File: src/hw/rtl/lss_pkg.sv
// shared types, sizes and index tables of the 3x3 linear solver
package lss_pkg;

   // coordinate and arithmetic sizes
   localparam int unsigned COORD_WIDTH = 16;
   localparam int unsigned PAIR_W      = 2 * COORD_WIDTH;
   localparam int unsigned PROD_W      = 3 * COORD_WIDTH;
   localparam int unsigned SUM_W       = PROD_W + 3;
   localparam int unsigned OUT_FRAC    = 16;
   localparam int unsigned SOL_W       = 32;
   localparam int unsigned DIV_W       = SUM_W + SOL_W + 2;
   localparam int unsigned THR_W       = 48;
   localparam int unsigned NUM_BOX     = 4;
   localparam int unsigned NUM_TERM    = 6;
   localparam int unsigned NUM_LANE    = 3;
   localparam int unsigned QUEUE_DEPTH = 2;
   localparam logic [THR_W-1:0] THR_RESET = THR_W'(17);

   // vector slots: column 1, column 2, column 3, right-hand side
   localparam int unsigned VEC_C1  = 0;
   localparam int unsigned VEC_C2  = 1;
   localparam int unsigned VEC_C3  = 2;
   localparam int unsigned VEC_RHS = 3;

   // triple products u.(v x w): determinant, then the x, y and z numerators
   localparam int unsigned BOX_U [NUM_BOX] = '{VEC_C1, VEC_RHS, VEC_RHS, VEC_RHS};
   localparam int unsigned BOX_V [NUM_BOX] = '{VEC_C2, VEC_C2, VEC_C3, VEC_C1};
   localparam int unsigned BOX_W [NUM_BOX] = '{VEC_C3, VEC_C3, VEC_C1, VEC_C2};

   // component picks of the six terms, first three added, last three subtracted
   localparam int unsigned TERM_U [NUM_TERM] = '{0, 1, 2, 2, 1, 0};
   localparam int unsigned TERM_V [NUM_TERM] = '{1, 2, 0, 1, 0, 2};
   localparam int unsigned TERM_W [NUM_TERM] = '{2, 0, 1, 0, 2, 1};

   typedef struct packed {
      logic signed [COORD_WIDTH-1:0] col1_x;
      logic signed [COORD_WIDTH-1:0] col1_y;
      logic signed [COORD_WIDTH-1:0] col1_z;
      logic signed [COORD_WIDTH-1:0] col2_x;
      logic signed [COORD_WIDTH-1:0] col2_y;
      logic signed [COORD_WIDTH-1:0] col2_z;
      logic signed [COORD_WIDTH-1:0] col3_x;
      logic signed [COORD_WIDTH-1:0] col3_y;
      logic signed [COORD_WIDTH-1:0] col3_z;
      logic signed [COORD_WIDTH-1:0] rhs_x;
      logic signed [COORD_WIDTH-1:0] rhs_y;
      logic signed [COORD_WIDTH-1:0] rhs_z;
   } req_type;

   typedef struct packed {
      logic signed [SOL_W-1:0] sol_x;
      logic signed [SOL_W-1:0] sol_y;
      logic signed [SOL_W-1:0] sol_z;
      logic                    solvable;
      logic                    saturated;
   } rsp_type;

   // classified request handed from front to back
   typedef struct packed {
      logic                               singular;
      logic [NUM_LANE-1:0]                neg;
      logic [NUM_LANE-1:0][SUM_W-1:0]     num_mag;
      logic [SUM_W-1:0]                   det_mag;
   } job_type;

   // control travelling alongside the divider lanes
   typedef struct packed {
      logic                valid;
      logic                singular;
      logic [NUM_LANE-1:0] neg;
   } ctrl_type;

endpackage

File: src/hw/rtl/lss_queue.sv
// short request queue between front and back
module lss_queue (
   input  logic             clock,
   input  logic             reset,
   input  logic             push,
   input  lss_pkg::job_type push_job,
   input  logic             pop,
   output logic             not_empty,
   output logic             full,
   output lss_pkg::job_type head_job
);

   localparam int unsigned PTR_W = $clog2(lss_pkg::QUEUE_DEPTH);

   lss_pkg::job_type        entry_ff [lss_pkg::QUEUE_DEPTH];
   logic [PTR_W-1:0]        wr_ptr_ff, rd_ptr_ff;
   logic [PTR_W:0]          count_ff;
   logic                    do_pop;

   assign not_empty = (count_ff != '0);
   assign full      = (count_ff == (PTR_W+1)'(lss_pkg::QUEUE_DEPTH));
   assign do_pop    = pop && not_empty;
   assign head_job  = entry_ff[rd_ptr_ff];

   // storage
   always_ff @(posedge clock) begin
      if (push && !full) begin
         entry_ff[wr_ptr_ff] <= push_job;
      end
   end

   // pointers and fill
   always_ff @(posedge clock) begin
      if (reset) begin
         wr_ptr_ff <= '0;
         rd_ptr_ff <= '0;
         count_ff  <= '0;
      end else begin
         if (push && !full) begin
            wr_ptr_ff <= wr_ptr_ff + 1'b1;
         end
         if (do_pop) begin
            rd_ptr_ff <= rd_ptr_ff + 1'b1;
         end
         count_ff <= count_ff + (PTR_W+1)'(push && !full) - (PTR_W+1)'(do_pop);
      end
   end

   a_no_overflow: assert property (@(posedge clock) disable iff (reset)
      push |-> !full) else $error("request pushed into full queue");

   a_count_bound: assert property (@(posedge clock) disable iff (reset)
      count_ff <= (PTR_W+1)'(lss_pkg::QUEUE_DEPTH)) else $error("queue fill out of range");

endmodule

File: config.mk
export PLATFORM = sky130hd
export DESIGN_NAME = lss_queue
export DESIGN_NICKNAME = d
export VERILOG_FILES = /design/src/hw/rtl/lss_pkg.sv /design/src/hw/rtl/lss_queue.sv
export SDC_FILE = /design/constraint.sdc
export NUM_CORES = 1
export LEC_CHECK = 0
export ABC_AREA = 1
export BUFFER_PORTS_ARGS = -buffer_cell sky130_fd_sc_hd__buf_4
export CORE_UTILIZATION = 47
export DETAILED_ROUTE_END_ITERATION = 12
export PLACE_DENSITY = 0.83
export SYNTH_ARGS = -nofsm -noshare
export SYNTH_HDL_FRONTEND = slang
export SYNTH_SLANG_ARGS = --single-unit
File: constraint.sdc
create_clock -name clock -period 11 [get_ports clock]
set_clock_uncertainty 0.1 [all_clocks]
set_input_delay 1.65 -clock clock [delete_from_list [all_inputs] [get_ports clock]]
set_output_delay 1.65 -clock clock [all_outputs]
set_load 0.005 [all_outputs]
# Word level (Yosys, flattened, before mapping)
# Memory sizes are Yosys's and may differ from the RTL's. A register that Yosys moved wholly into a read port is not among the register bits.
# Cells that the tools add are included.
# classes
eq_ne	1
add_sub_neg	4
muxes	4
reduce_logical	4
# ops
cell	count
two-way mux 1 bit	4
adder 1 bit (second input constant)	2
adder 2 x 1 -> 2 bit	1
equality test 2 bit (second input constant)	1
logical AND 1 bit	2
nonzero test 2 bit	1
subtractor 2 x 1 -> 2 bit	1
logical NOT 1 bit	1
# word_totals
input_bits	212
regBits	4
mem_bits_rw	416
n_memories	1
elab_cells	17
# mem_list
name	words	word_bits	rd	rd_ports_with_merged_regs	write_ports	line_no	text
entry_ff	2	208	1	1	1	lss_queue.sv:15	lss_pkg::job_type entry_ff [lss_pkg::QUEUE_DEPTH];

# Depth between registers and ports, before layout
# logic_depth
ltp_word	5
ltp_mapped	11
mapped_depth_nobuf	11

# Worst setup path after synthesis
# No wires, ideal clock.
# synth_timing
path_type	input to register
start	input push
end	memory entry_ff[0][0] (netlist name), enable pin
path_stages	2
path_slack_ns	-0.219
arrival_ns	10.341
t_required_ns	10.121
cell_sequence	nand2_1 nor2_1
# synth_via
elab_chain_len	3
# synth_rtl
element	line_no	text
start, declared	lss_queue.sv:5	input logic push,
logical AND 1 bit	lss_queue.sv:27	if (push && !full) begin
two-way mux 1 bit	lss_queue.sv:27	
two-way mux 1 bit (implied by the code)	lss_queue.sv:28	entry_ff[wr_ptr_ff] <= push_job;
end, declared	lss_queue.sv:15	
# No other way between the ends.

==> results.md <==
* Final Wtd Congestion at 0.7592
* CP max-delay cell: buf_4
* Die area at 34080 um2
* Drt total wl at 32500 um
* Cell Pwr Density at 224.3 nW/um2
* IO Port Bufs at 421
* Total GRT Usage at 18.46%
* Post-DP HPWL at 21610 um
* Max stage delay on crit path at 0.87 ns
* Most common cell after layout, fill and taps aside: buf_4
* Row Count at 66
* Finish-stage setup viols at 0
* Logic gate share of total power at 24.2%
* Worst reg2reg setup slack at 8.03 ns
* Final core occ at 63.00%
* Global-route wire length before repair at 46960 um
* # IOs at 422
* Starting Density at 47.93%
* Pin count of the biggest net entering global routing at 140
* Critical Path Sink Type: output port
* Fill count at 2259
* Unrepaired setup endpoints after global routing: no
* DP Cell Count at 1533
* Number of global-route vias before repair at 8371
* CTS resizes at 0
* Mux contribution to synthesized area at 17.36%
* VDD IR max at 0.1867 mV
* Seq cells post-synth at 421
* Leakage at 7.876 nW
* Share of layout cells above drive strength 1 at 59.55%
* CP bufs+invs at 3
* Arrival time worst endpoint at 3.44 ns
* WL/cell at 20.20 um
* H-tree depth at 2
* Fraction of the yosys area taken by sequential cells at 80.34%
* Clock transition at path regs at 0.06 ns
* Overflow after GRT at 0
* Post-synthesis xor/xnor area fraction at 0%
* CP startpoint kind: flip-flop
* Num CTS Buffers at 43
* Ordered cell list for the critical path: buf_4, buf_4, mux2_4, buf_4
* Postcts setup bufs at 0
* Unique masters post-synth at 12
* Largest family of logic cells by synthesized area: multiplexers
* Slew headroom at 27.80%
* CTS Sinks at 421
* Compound-gate portion of the synthesized area at 0.06386%
* Drt drc at 0
* CP max FO at 59
* Syn Std Cell Area at 15670 um2
* Cell repeated most along the worst path: buf_4
* Final slew viol count at 0
* Clock network fraction of design power at 30.0%
* Worst hold slack at 0.4181 ns
* DR pass1 iterations at 4
* Post-Syn Area per Cell at 22.85 um2
* Most frequent cells in the layout: buf_4 (428), edfxtp_1 (416), mux2_2 (107)
* Hold_buf cts at 0
* Vias per cell at 4.972
* CP Data Required Time at 9.25 ns
* Min Tclk post-route at 5.193 ns
* Setup_tns at 0 ns
* Core area at 32700 um2
* FMAX at 192.6 MHz
* Power, Total at 4.621 mW
* # Max-Cap Violations at 0
* Status: finished clean
* Crit share post-route at 47.21%
* Switch Pwr at 1.112 mW
* Die width at 184.6 um
* Clk root buf: clkbuf_16
* DRT iter0 DRCs at 473
* Synthesis-to-layout area growth at 31.44%
* Worst Max-Slew Pin Slew at 1.083 ns
* CTS max path bufs at 3
* Final layout net count at 1350
* Critical path class: reg -> out
* Mapped Cells at 686
* Antenna cells at 0
* Die height at 184.6 um
* Worst Hold Class: reg -> reg
* Switch share at 24.07%
* CP top delay family: buffers and inverters
* Post-synthesis adder-cell area fraction at 0.1597%
* Final ANT Viol Nets at 0
* Internal Power at 3.508 mW
* Non-filler instance count after layout at 1609
* Final hold vios at 0
* Syn nets at 900
* Vias post-DR at 8000
* Reg power frac at 45.8%
* Clk Latency, worst-skew pair at 0.52 ns
* CTS tree: built
* Ys Warns at 0
* Simple-Gate Fraction of Synth Area at 0.5029%
* Initial antenna violation count at 0
-- per-layer routing --
layer / part of all wire (%) / vias up / wire [um] / track usage (%)
met5: 0 / - / 0 / 0
met4: 2.7 / 0 / 877 / 6.645
met3: 11 / 64 / 3728 / 8.239
met2: 50 / 371 / 16270 / 31.82
met1: 36 / 3952 / 11630 / 20.00
li1: - / 3613 / - / -
-- sequential cells by signal, summed over array words and instances, names as in the netlist, named ones only --
| name | count |
|---|---|
| rd_ptr_ff | 1 |
| entry_ff | 416 |
| wr_ptr_ff | 1 |
| count_ff | 2 |
-- cells in the mapped netlist (all sizes together) --
| cell type | number | area, um2 |
|---|---|---|
| dfxtp | 5 | 100.1 |
| mux2 | 208 | 2721 |
| buf | 23 | 209.0 |
| a21oi | 2 | 10.01 |
| nand2 | 8 | 30.03 |
| nand3 | 3 | 15.01 |
| inv | 10 | 37.54 |
| nor2 | 9 | 33.78 |
| ha | 2 | 25.02 |
| edfxtp | 416 | 12490 |
-- stage by stage --
step	setup WS [ns]	instance area, um2
6_report	5.807	20600
3_3_place_gp	6.416	19250
2_1_floorplan	3.304	15680
4_1_cts	5.762	20600
5_1_grt	5.619	20600
3_5_place_dp	6.328	19250
-- worst paths after layout --
check / from / to / cells after the start
worst max register to register: count_ff[0] / entry_ff[0][158] / 6
worst min register to register: rd_ptr_ff / flip-flop / 2
worst min-delay path: rd_ptr_ff / flip-flop / 2
worst max-delay path: flip-flop / head_job[152] / 4
-- kinds of logic after synthesis --
group	after synthesis
adders and majority gates	2
buffers and inverters	33
muxes	208
and+or+nand+nor	20
DFF	421
AOI/OAI and AO/OA	2
-- cell type report --
cell class | count | area (um2) | share of cell area, %
Clock buffer | 59 | 1199 | 5.818
Clock inverter | 17 | 153.9 | 0.7470
Timing Repair Buffer | 428 | 3213 | 15.60
Tap cell | 442 | 553.0 | 2.684
Sequential cell | 421 | 12600 | 61.14
Multi-Input combinational cell | 232 | 2843 | 13.80
Inverter | 10 | 45.04 | 0.2186
-- power groups by stage --
stage	Combinational [mW]	Sequential (mW)	Clock [mW]
3_5_place_dp	1.13	2.15	0
3_3_place_gp	1.10	2.13	0
5_1_grt	1.20	2.13	1.47
2_1_floorplan	0.620	2.15	0
4_1_cts	1.14	2.12	1.42
6_report	1.12	2.12	1.39
-- worst reg2reg max path, stage by stage, from the launching register on --
cell,delay [ns]
dfxtp_1,0.35
inv_1,0.06
nand2_1,0.11
nand2_1,0.12
nor2_4,0.09
buf_4,0.77
buf_4,0.88
No activity file was read; power rests on OpenSTA's default activity.
